$ cat config.mk
export PLATFORM = sky130hd
export DESIGN_NAME = sh2_extended_instruction_execute_core
export DESIGN_NICKNAME = d
export VERILOG_FILES = /design/src/rtl/sh2x_pkg.sv /design/src/rtl/sh2x_front.sv /design/src/rtl/sh2x_back.sv /design/src/rtl/sh2_extended_instruction_execute_core.sv
export SDC_FILE = /design/constraint.sdc
export NUM_CORES = 2
export LEC_CHECK = 0
export BUFFER_PORTS_ARGS = -buffer_cell sky130_fd_sc_hd__buf_2
export CAP_MARGIN = 20
export CORE_ASPECT_RATIO = 1.4
export CORE_MARGIN = 5
export CORE_UTILIZATION = 35
export CTS_CLUSTER_SIZE = 8
export DETAILED_ROUTE_END_ITERATION = 16
export GPL_TIMING_DRIVEN = 0
export PLACE_DENSITY = 0.6
export REMOVE_ABC_BUFFERS = 1
export SYNTH_ARGS = -nofsm -noshare
export SYNTH_HDL_FRONTEND = slang
export SYNTH_HIERARCHICAL = 1
export SYNTH_SLANG_ARGS = --single-unit
$ cat constraint.sdc
create_clock -name clk -period 16.8 [get_ports clk]
set_clock_uncertainty 0.1 [all_clocks]
set_input_delay 0 -clock clk [delete_from_list [all_inputs] [get_ports clk]]
set_output_delay 0 -clock clk [all_outputs]
set_load 0.01 [all_outputs]
$ cat src/rtl/sh2x_pkg.sv
`default_nettype none
package sh2x_pkg;

  localparam int unsigned NumRegs  = 16;
  localparam int unsigned OpW      = 6;
  localparam logic [31:0] SignBit  = 32'h8000_0000;
  localparam logic [31:0] PcStep   = 32'd2;

  typedef enum logic [5:0] {
    OP_SHAR    = 6'd0,  OP_BTS     = 6'd1,  OP_BFS     = 6'd2,  OP_EXTUB   = 6'd3,
    OP_EXTUW   = 6'd4,  OP_EXTSB   = 6'd5,  OP_EXTSW   = 6'd6,  OP_CMPPZ   = 6'd7,
    OP_CMPPL   = 6'd8,  OP_MOVW_PI = 6'd9,  OP_AND     = 6'd10, OP_OR      = 6'd11,
    OP_CMPHS   = 6'd12, OP_CMPGE   = 6'd13, OP_CMPHI   = 6'd14, OP_CMPGT   = 6'd15,
    OP_ROTCL   = 6'd16, OP_ANDI    = 6'd17, OP_TSTI    = 6'd18, OP_LDB_D   = 6'd19,
    OP_STB_D   = 6'd20, OP_LDW_R0  = 6'd21, OP_LDL_R0  = 6'd22, OP_LDB_R0  = 6'd23,
    OP_STL_R0  = 6'd24, OP_STW_R0  = 6'd25, OP_STB_R0  = 6'd26, OP_SHLL8   = 6'd27,
    OP_SHLL16  = 6'd28, OP_SHLR8   = 6'd29, OP_SHLR16  = 6'd30, OP_DT      = 6'd31,
    OP_MOVT    = 6'd32
  } op_t;

  localparam logic [1:0] KindNone  = 2'd0;
  localparam logic [1:0] KindRead  = 2'd1;
  localparam logic [1:0] KindWrite = 2'd2;
  localparam logic [1:0] SizeByte  = 2'd0;
  localparam logic [1:0] SizeWord  = 2'd1;
  localparam logic [1:0] SizeLong  = 2'd2;

  // classified word handed from front to back
  typedef struct packed {
    logic        mode;
    logic        known;
    logic [5:0]  opcode;
    logic [3:0]  reg_n;
    logic [3:0]  reg_m;
    logic [7:0]  displacement;
    logic [31:0] branch_target;
    logic [31:0] load_data;
  } cmd_t;

  typedef struct packed {
    logic        status;
    logic [31:0] next_pc;
    logic        t_flag;
    logic [1:0]  mem_kind;
    logic [1:0]  mem_size;
    logic [31:0] mem_address;
    logic [31:0] mem_write_data;
  } res_t;

endpackage
`default_nettype wire

$ cat src/rtl/sh2x_front.sv
`default_nettype none
module sh2x_front (
  input  wire logic          clk,
  input  wire logic          rst_n,
  input  wire logic          in_valid,
  output logic               in_ready,
  input  wire logic          in_mode,
  input  wire logic [5:0]    in_opcode,
  input  wire logic [3:0]    in_reg_n,
  input  wire logic [3:0]    in_reg_m,
  input  wire logic [7:0]    in_displacement,
  input  wire logic [31:0]   in_branch_target,
  input  wire logic [31:0]   in_load_data,
  output logic               q_valid,
  input  wire logic          q_ready,
  output sh2x_pkg::cmd_t     q_cmd
);
  import sh2x_pkg::*;

  // two-entry queue
  cmd_t       mem_r [2];
  logic       wp_r, rp_r;
  logic [1:0] cnt_r;
  cmd_t       c;
  logic       push, pop;

  always_comb begin
    c.mode          = in_mode;
    c.known         = (in_opcode <= 6'(OP_MOVT));
    c.opcode        = in_opcode;
    c.reg_n         = in_reg_n;
    c.reg_m         = in_reg_m;
    c.displacement  = in_displacement;
    c.branch_target = in_branch_target;
    c.load_data     = in_load_data;
  end

  assign in_ready = (cnt_r != 2'd2);
  assign q_valid  = (cnt_r != 2'd0);
  assign q_cmd    = mem_r[rp_r];
  assign push     = in_valid && in_ready;
  assign pop      = q_valid && q_ready;

  always_ff @(posedge clk) begin
    if (push) mem_r[wp_r] <= c;
    if (!rst_n) begin
      wp_r  <= 1'b0;
      rp_r  <= 1'b0;
      cnt_r <= 2'd0;
    end else begin
      if (push) wp_r <= ~wp_r;
      if (pop)  rp_r <= ~rp_r;
      cnt_r <= cnt_r + 2'(push) - 2'(pop);
    end
  end
endmodule
`default_nettype wire

$ cat src/rtl/sh2x_back.sv
`default_nettype none
module sh2x_back #(
  parameter int unsigned NUM_REGS = sh2x_pkg::NumRegs
) (
  input  wire logic          clk,
  input  wire logic          rst_n,
  input  wire logic [31:0]   start_pc,
  input  wire logic          q_valid,
  output logic               q_ready,
  input  wire sh2x_pkg::cmd_t q_cmd,
  output logic               out_valid,
  input  wire logic          out_ready,
  output sh2x_pkg::res_t     out_res
);
  import sh2x_pkg::*;
  localparam int unsigned RW = $clog2(NUM_REGS);

  logic [31:0] rf_r [NUM_REGS];
  logic [31:0] pc_r;
  logic        t_r;
  logic        lp_r;
  logic [RW-1:0] ld_r;
  logic [1:0]  lw_r;
  logic        ov_r;
  res_t        res_r;

  logic [31:0] rn, rm, r0, d32, wval, lv;
  logic [RW-1:0] wi, ni, mi;
  logic        we, t_nxt, adv, st;
  logic        lset;
  logic [1:0]  kind, size, lw_nxt;
  logic [31:0] addr, wdata;
  logic [RW-1:0] ld_nxt;
  logic        fire;
  logic [32:0] dif;

  assign q_ready = !ov_r || out_ready;
  assign fire    = q_valid && q_ready;
  assign ni  = q_cmd.reg_n[RW-1:0];
  assign mi  = q_cmd.reg_m[RW-1:0];
  assign rn  = rf_r[ni];
  assign rm  = rf_r[mi];
  assign r0  = rf_r[0];
  assign d32 = {24'd0, q_cmd.displacement};
  assign dif = {1'b0, rn} - {1'b0, rm};

  always_comb begin
    we = 1'b0; wi = ni; wval = '0; t_nxt = t_r; adv = 1'b1; st = 1'b0;
    kind = KindNone; size = SizeByte; addr = '0; wdata = '0;
    lset = 1'b0; ld_nxt = ni; lw_nxt = SizeByte; lv = q_cmd.load_data;
    case (lw_r)
      SizeByte: lv = {{24{q_cmd.load_data[7]}}, q_cmd.load_data[7:0]};
      SizeWord: lv = {{16{q_cmd.load_data[15]}}, q_cmd.load_data[15:0]};
      default:  lv = q_cmd.load_data;
    endcase
    if (q_cmd.mode) begin
      adv = 1'b0;
      if (lp_r) begin we = 1'b1; wi = ld_r; wval = lv; end
    end else if (!q_cmd.known) begin
      st = 1'b1; adv = 1'b0;
    end else begin
      case (op_t'(q_cmd.opcode))
        OP_SHAR:  begin t_nxt = rn[0]; we = 1'b1; wval = {rn[31], rn[31:1]}; end
        OP_BTS:   adv = !t_r;
        OP_BFS:   adv = t_r;
        OP_EXTUB: begin we = 1'b1; wval = {24'd0, rm[7:0]}; end
        OP_EXTUW: begin we = 1'b1; wval = {16'd0, rm[15:0]}; end
        OP_EXTSB: begin we = 1'b1; wval = {{24{rm[7]}}, rm[7:0]}; end
        OP_EXTSW: begin we = 1'b1; wval = {{16{rm[15]}}, rm[15:0]}; end
        OP_CMPPZ: t_nxt = !rn[31];
        OP_CMPPL: t_nxt = !rn[31] && (rn != '0);
        OP_MOVW_PI: begin
          kind = KindRead; size = SizeWord; addr = rm;
          we = 1'b1; wi = mi; wval = rm + PcStep;
          lset = 1'b1; lw_nxt = SizeWord;
        end
        OP_AND:   begin we = 1'b1; wval = rn & rm; end
        OP_OR:    begin we = 1'b1; wval = rn | rm; end
        OP_CMPHS: t_nxt = !dif[32];
        OP_CMPGE: t_nxt = (rn[31] != rm[31]) ? !rn[31] : !dif[32];
        OP_CMPHI: t_nxt = !dif[32] && (rn != rm);
        OP_CMPGT: t_nxt = (rn[31] != rm[31]) ? !rn[31] : (!dif[32] && (rn != rm));
        OP_ROTCL: begin we = 1'b1; wval = {rn[30:0], t_r}; t_nxt = rn[31]; end
        OP_ANDI:  begin we = 1'b1; wi = '0; wval = r0 & d32; end
        OP_TSTI:  t_nxt = ((r0 & d32) == '0);
        OP_LDB_D: begin
          kind = KindRead; size = SizeByte; addr = rm + d32;
          lset = 1'b1; ld_nxt = '0; lw_nxt = SizeByte;
        end
        OP_STB_D: begin
          kind = KindWrite; size = SizeByte; addr = rn + d32; wdata = {24'd0, r0[7:0]};
        end
        OP_LDW_R0, OP_LDL_R0, OP_LDB_R0: begin
          kind = KindRead; addr = rm + r0; lset = 1'b1;
          size = (q_cmd.opcode == 6'(OP_LDW_R0)) ? SizeWord :
                 (q_cmd.opcode == 6'(OP_LDL_R0)) ? SizeLong : SizeByte;
          lw_nxt = size;
        end
        OP_STL_R0: begin kind = KindWrite; size = SizeLong; addr = rn + r0; wdata = rm; end
        OP_STW_R0: begin
          kind = KindWrite; size = SizeWord; addr = rn + r0; wdata = {16'd0, rm[15:0]};
        end
        OP_STB_R0: begin
          kind = KindWrite; size = SizeByte; addr = rn + r0; wdata = {24'd0, rm[7:0]};
        end
        OP_SHLL8:  begin we = 1'b1; wval = {rn[23:0], 8'd0}; end
        OP_SHLL16: begin we = 1'b1; wval = {rn[15:0], 16'd0}; end
        OP_SHLR8:  begin we = 1'b1; wval = {8'd0, rn[31:8]}; end
        OP_SHLR16: begin we = 1'b1; wval = {16'd0, rn[31:16]}; end
        OP_DT:     begin we = 1'b1; wval = rn - 32'd1; t_nxt = (rn == 32'd1); end
        OP_MOVT:   begin we = 1'b1; wval = {31'd0, t_r}; end
        default:   begin st = 1'b1; adv = 1'b0; end
      endcase
    end
  end

  logic [31:0] pc_nxt;
  always_comb begin
    pc_nxt = pc_r;
    if (adv) pc_nxt = pc_r + PcStep;
    else if (!q_cmd.mode && q_cmd.known &&
             ((q_cmd.opcode == 6'(OP_BTS)) || (q_cmd.opcode == 6'(OP_BFS))))
      pc_nxt = q_cmd.branch_target;
  end

  assign out_valid = ov_r;
  assign out_res   = res_r;

  always_ff @(posedge clk) begin
    if (fire) begin
      res_r.status         <= st;
      res_r.next_pc        <= pc_nxt;
      res_r.t_flag         <= t_nxt;
      res_r.mem_kind       <= kind;
      res_r.mem_size       <= (kind == KindNone) ? SizeByte : size;
      res_r.mem_address    <= addr;
      res_r.mem_write_data <= wdata;
    end
    if (!rst_n) begin
      for (int i = 0; i < NUM_REGS; i++) rf_r[i] <= '0;
      pc_r <= start_pc;
      t_r  <= 1'b0;
      lp_r <= 1'b0;
      ld_r <= '0;
      lw_r <= SizeByte;
      ov_r <= 1'b0;
    end else begin
      if (fire) begin
        if (we) rf_r[wi] <= wval;
        pc_r <= pc_nxt;
        t_r  <= t_nxt;
        if (lset) begin
          lp_r <= 1'b1; ld_r <= ld_nxt; lw_r <= lw_nxt;
        end else if (q_cmd.mode) begin
          lp_r <= 1'b0;
        end
        ov_r <= 1'b1;
      end else if (out_ready) begin
        ov_r <= 1'b0;
      end
    end
  end
endmodule
`default_nettype wire

$ cat src/rtl/sh2_extended_instruction_execute_core.sv
`default_nettype none
// channel | direction | handshake            | payload
// in      | input     | in_valid / in_ready  | mode, opcode, reg_n, reg_m, displacement, ...
// out     | output    | out_valid/out_ready  | status, next_pc, t_flag, mem_* fields
// cfg     | input     | cfg_valid/cfg_ready  | start_pc write data
// One word per cycle sustained while out is not stalled; each word passes a queue
// slot, then execute with a registered result.
// Reset loads the PC from the start_pc register and clears registers and T.
// A two-word queue decouples intake from execute; out stalls back up into it.
module sh2_extended_instruction_execute_core #(
  parameter int unsigned NUM_REGS = sh2x_pkg::NumRegs
) (
  input  wire logic        clk,
  input  wire logic        rst_n,
  input  wire logic        cfg_valid,
  output logic             cfg_ready,
  input  wire logic [31:0] cfg_start_pc,
  input  wire logic        in_valid,
  output logic             in_ready,
  input  wire logic        in_mode,
  input  wire logic [5:0]  in_opcode,
  input  wire logic [3:0]  in_reg_n,
  input  wire logic [3:0]  in_reg_m,
  input  wire logic [7:0]  in_displacement,
  input  wire logic [31:0] in_branch_target,
  input  wire logic [31:0] in_load_data,
  output logic             out_valid,
  input  wire logic        out_ready,
  output logic             out_status,
  output logic [31:0]      out_next_pc,
  output logic             out_t_flag,
  output logic [1:0]       out_mem_kind,
  output logic [1:0]       out_mem_size,
  output logic [31:0]      out_mem_address,
  output logic [31:0]      out_mem_write_data
);
  import sh2x_pkg::*;

  logic [31:0] start_pc_r;
  logic        q_valid, q_ready;
  cmd_t        q_cmd;
  res_t        res;

  assign cfg_ready = 1'b1;
  always_ff @(posedge clk) begin
    if (!rst_n) start_pc_r <= '0;
    else if (cfg_valid) start_pc_r <= cfg_start_pc;
  end

  sh2x_front u_front (
    .clk, .rst_n, .in_valid, .in_ready, .in_mode, .in_opcode, .in_reg_n, .in_reg_m,
    .in_displacement, .in_branch_target, .in_load_data, .q_valid, .q_ready, .q_cmd
  );

  sh2x_back #(.NUM_REGS(NUM_REGS)) u_back (
    .clk, .rst_n, .start_pc(start_pc_r), .q_valid, .q_ready, .q_cmd,
    .out_valid, .out_ready, .out_res(res)
  );

  assign out_status         = res.status;
  assign out_next_pc        = res.next_pc;
  assign out_t_flag         = res.t_flag;
  assign out_mem_kind       = res.mem_kind;
  assign out_mem_size       = res.mem_size;
  assign out_mem_address    = res.mem_address;
  assign out_mem_write_data = res.mem_write_data;
endmodule
`default_nettype wire
==> summary.txt <==
Outcome
  – Status: completed

Global routing
  – Antenna violations before repair: 5
  – First-pass GRT wire length: 273 mm
  – Met2 Usage GRT: 0.441
  – Largest net degree at the start of global routing: 90
  – GRT Resource Usage Total: 0.249
  – Vias in the first global route: 39900
  – Met1 track demand over resource: 0.271
  – Most used routing layer in global routing: met2
  – Grt ovf: 0
  – Met3 GRT Util: 0.0490

Die
  – Horizontal extent of the die: 328 um
  – Die area: 149000 um2
  – Die height: 455 um
  – Std cell rows: 163
  – Number of top-level pins: 229
  – Area of the core: 141000 um2
  – Initial Utilization: 0.351

Drt
  – DRC violations left: 0
  – Final WL: 192 mm
  – Antenna-violating nets left: 0
  – Number of vias in the routed layout: 38900
  – Total iterations of the first detailed-routing run: 8
  – Number of design-rule violations left by the first detailed-router iteration: 4173
  – Vias per inst: 6.08
  – Routed wire per std cell: 30.0 um

STA
  – Setup Viol. Count Final: 0
  – Unrepaired setup endpoints after global routing: no
  – Final-layout worst hold slack: 0.322 ns
  – Final cycle utilization of the critical path: 0.514
  – Final Critical Period: 8.64 ns
  – Post-route setup slack: 8.16 ns
  – Total negative slack for setup checks: 0 ns
  – Number of pins with negative max-slew slack in the final report: 0
  – Number of hold-slack violations in the final timing report: 0
  – Peak Freq: 116 MHz
  – Max-Slew Margin vs Limit: 0.0769
  – Measured slew at the worst slew-check pin: 1.38 ns

Yosys
  – Post-synthesis instance area: 49400 um2
  – Share of synthesized cell area in full adder, half adder and majority cells: 0.0425
  – Post-synth EDFFs: 822
  – Synth Area per Inst: 12.2 um2
  – Multiplexer share of the synthesized area: 0.164
  – Main flop type after synthesis: edfxtp_1
  – Complex-gate fraction of the synthesized area: 0.102
  – Share of flip-flops with an asynchronous set or reset after synthesis: 0
  – Total of flip-flops plus latches after synthesis: 868
  – Commonest cells in the synthesized netlist: 822 x edfxtp_1, 704 x nor2_1, 250 x mux4_2, 211 x nand2_1, 196 x clkbuf_1
  – Sequential-to-total area share from yosys stat: 0.518
  – Synth Warn #: 6
  – Gate count after technology mapping: 4046
  – Post-synth top area cell: edfxtp_1
  – Leading cell type by number of instances after synthesis: edfxtp_1
  – Synth area leaders: edfxtp_1 50%, mux4_2 11%, nor2_1 5.3%, ha_1 4.2%, mux2_2 2.8%
  – Main combinational cell family by area after synthesis: multiplexers
  – Fraction of synthesized cell area taken by the top area cell type: 0.499
  – Distinct cells, synth: 91
  – Simple-gate share of the synthesized area: 0.119
  – Post-synthesis xor/xnor area fraction: 0.0188

Power and ir drop
  – Max rail drop VDD: 110 uV
  – Total power after layout: 9.12 mW
  – Power per cell area: 152 nW/um2
  – Leakage dissipation: 21.5 nW

Finish
  – Fraction of final layout cells sized beyond drive strength 1: 0.214
  – Final cell count without fillers: 6400
  – Signed area change from the synthesized netlist to the final layout: 21.7%
  – Count of nets after finishing: 4812

Worst setup path
  – Biggest fanout along the worst timing path: 48
  – Worst path bufs/invs: 4
  – Worst setup slack for register-to-register paths: 8.16 ns
  – Crit path largest cell delay: 0.88 ns
  – Instance count on the critical path: 19
  – Worst setup SP type: register
  – Most repeated library cell on the critical path: buf_16
  – Worst setup path class: reg -> reg
  – Kind of end point of the critical path: register
  – Critical path required time: 17.21 ns
  – Crit-path cells: buf_16 > mux2_8 > buf_16 > buf_16 > mux4_2 > mux4_2 > ha_1 > inv_1 > fa_1 > nor2b_1 > o21ai_0 > a21oi_1 > o41ai_1 > o31ai_1 > a31oi_1 > o21bai_1 > xor2_1 > a222oi_1 > nor2_1
  – Gate family responsible for the most delay along the worst path: compound AO/OA/AOI/OAI gates
  – Number of cells on the worst reg-to-reg path: 19
  – Destination of the worst register-to-register timing path: u_back/out_res[58]
  – Worst EP arrival: 9.04 ns
  – Slowest cell on crit path: a31oi_1

Placed design
  – Number of placed cells counting well taps: 5921
  – Port buffer count: 227
  – RD Place Congestion: 0.959
  – Worst slack at placement: 8.13 ns
  – Post-detailed-placement half-perimeter wirelength: 134 mm

Hold path
  – Hold depth: 3
  – Startpoint of the worst hold path: in_opcode[5]
  – Class of the tightest hold or removal check: in -> reg
  – Hold Path Sink: u_front/mem_r[1][86]

Job
  – Count of max-cap constraint violations: 0

Clock tree
  – Clock slew at reported path FFs: 0.05 ns
  – H-tree level count: 3
  – Buffer count from post-CTS setup fixing: 0
  – Latest clock arrival within the worst-skew pair: 0.81 ns
  – Post_cts resized: 0
  – Clk root buf: clkbuf_16
  – TritonCTS clock tree: built
  – Largest buffer count on any clock path: 3
  – Number of buffers added by the clock tree synthesis step: 119
  – Clock sink count: 868
## through the flow
stage,area [um2],utilization
after detailed placement,53800,0.382
after global placement,51500,0.366
after CTS,60100,0.427
after floorplan,48100,-
final,60200,0.427
after global routing,60200,0.427
## logic make-up (layout without fill, tap and decap cells)
group                    Yosys count  in the layout
multiplexers                     474            474
XOR/XNOR                         106            106
flip-flops                       868            868
AO/OA/AOI/OAI                    717            717
AND/OR/NAND/NOR                 1314           1314
adder cells (fa/ha/maj)          167            167
other                              1              4
buffers and inverters            399            935
## where the power goes
group	leakage, nW	switching [mW]	internal [mW]
Combinational	11.2	2.61	1.47
Sequential	8.65	0.121	2.67
Clock	1.63	0.933	1.32
Total	21.5	3.66	5.46
## registers in the layout, indices dropped and copies added, names as in the netlist, named ones only
name and flops:
start_pc_r 32, u_back/t_r 1, u_back/ld_r 4, u_front/rp_r 1, u_front/mem_r 176, u_front/cnt_r 2
u_back/lp_r 1, u_back/rf_r 512, u_back/out_valid 1, u_back/out_res 102, u_back/lw_r 2, u_front/wp_r 1
u_back/pc_r 32
## worst reg2reg max path: stages, from the launching register on
cell and delay, ns:
dfxtp_4 0.84, buf_16 0.32, mux2_8 0.71, buf_16 0.38, buf_16 0.40, mux4_2 0.64
mux4_2 0.70, ha_1 0.33, inv_1 0.09, fa_1 0.23, nor2b_1 0.07, o21ai_0 0.23
a21oi_1 0.15, o41ai_1 0.80, o31ai_1 0.38, a31oi_1 0.88, o21bai_1 0.31, xor2_1 0.21
a222oi_1 0.41, nor2_1 0.17
## final cells by class
type / instances / area [um2]
Fill cell: 12900 / 80600
Sequential cell: 868 / 25600
Multi-Input combinational cell: 2779 / 22500
Timing Repair Buffer: 641 / 5970
Clock buffer: 172 / 3210
Tap cell: 1815 / 2270
Inverter: 113 / 432
Clock inverter: 9 / 206
Antenna cell: 3 / 7.51
## what timing repair did
action	in CTS	in global routing
hold buffers	289	0
endpoints found under the setup margin	0	0
hold endpoints to repair	342	0
## layer usage
layer  vias to the layer above  part of all wire
met2                      2344              0.50
met4                         0             0.075
li1                      16300                 -
met1                     19600              0.34
met5                         -                 0
met3                       625             0.088
## worst max path at each step
stage	slack, ns	end	start
final	8.16	u_back/out_res[58]	register
after global routing	7.82	u_back/out_res[62]	register
after CTS	8.04	u_back/out_res[63]	register
after detailed placement	8.13	u_back/out_res[63]	register
after global placement	0.84	u_back/rf_r[13][28]	register
after floorplan	8.06	u_back/out_res[60]	register
## cell usage in the layout, fill, tap and decap left out, types with 57 or more instances in the layout
| master | n |
|---|---|
| nand2_1 | 192 |
| nor2_1 | 695 |
| dlygate4sd3_1 | 289 |
| ha_1 | 164 |
| buf_2 | 231 |
| a21oi_1 | 156 |
| mux4_2 | 250 |
| a22oi_1 | 102 |
| mux2_2 | 123 |
| edfxtp_1 | 822 |
| nor2b_1 | 68 |
| and2_1 | 61 |
| mux2i_1 | 81 |
| o21ai_0 | 91 |
| xnor2_1 | 82 |
| nand3_1 | 57 |
| clkbuf_16 | 120 |
| inv_1 | 108 |
Power figures use the tool's default switching activity.
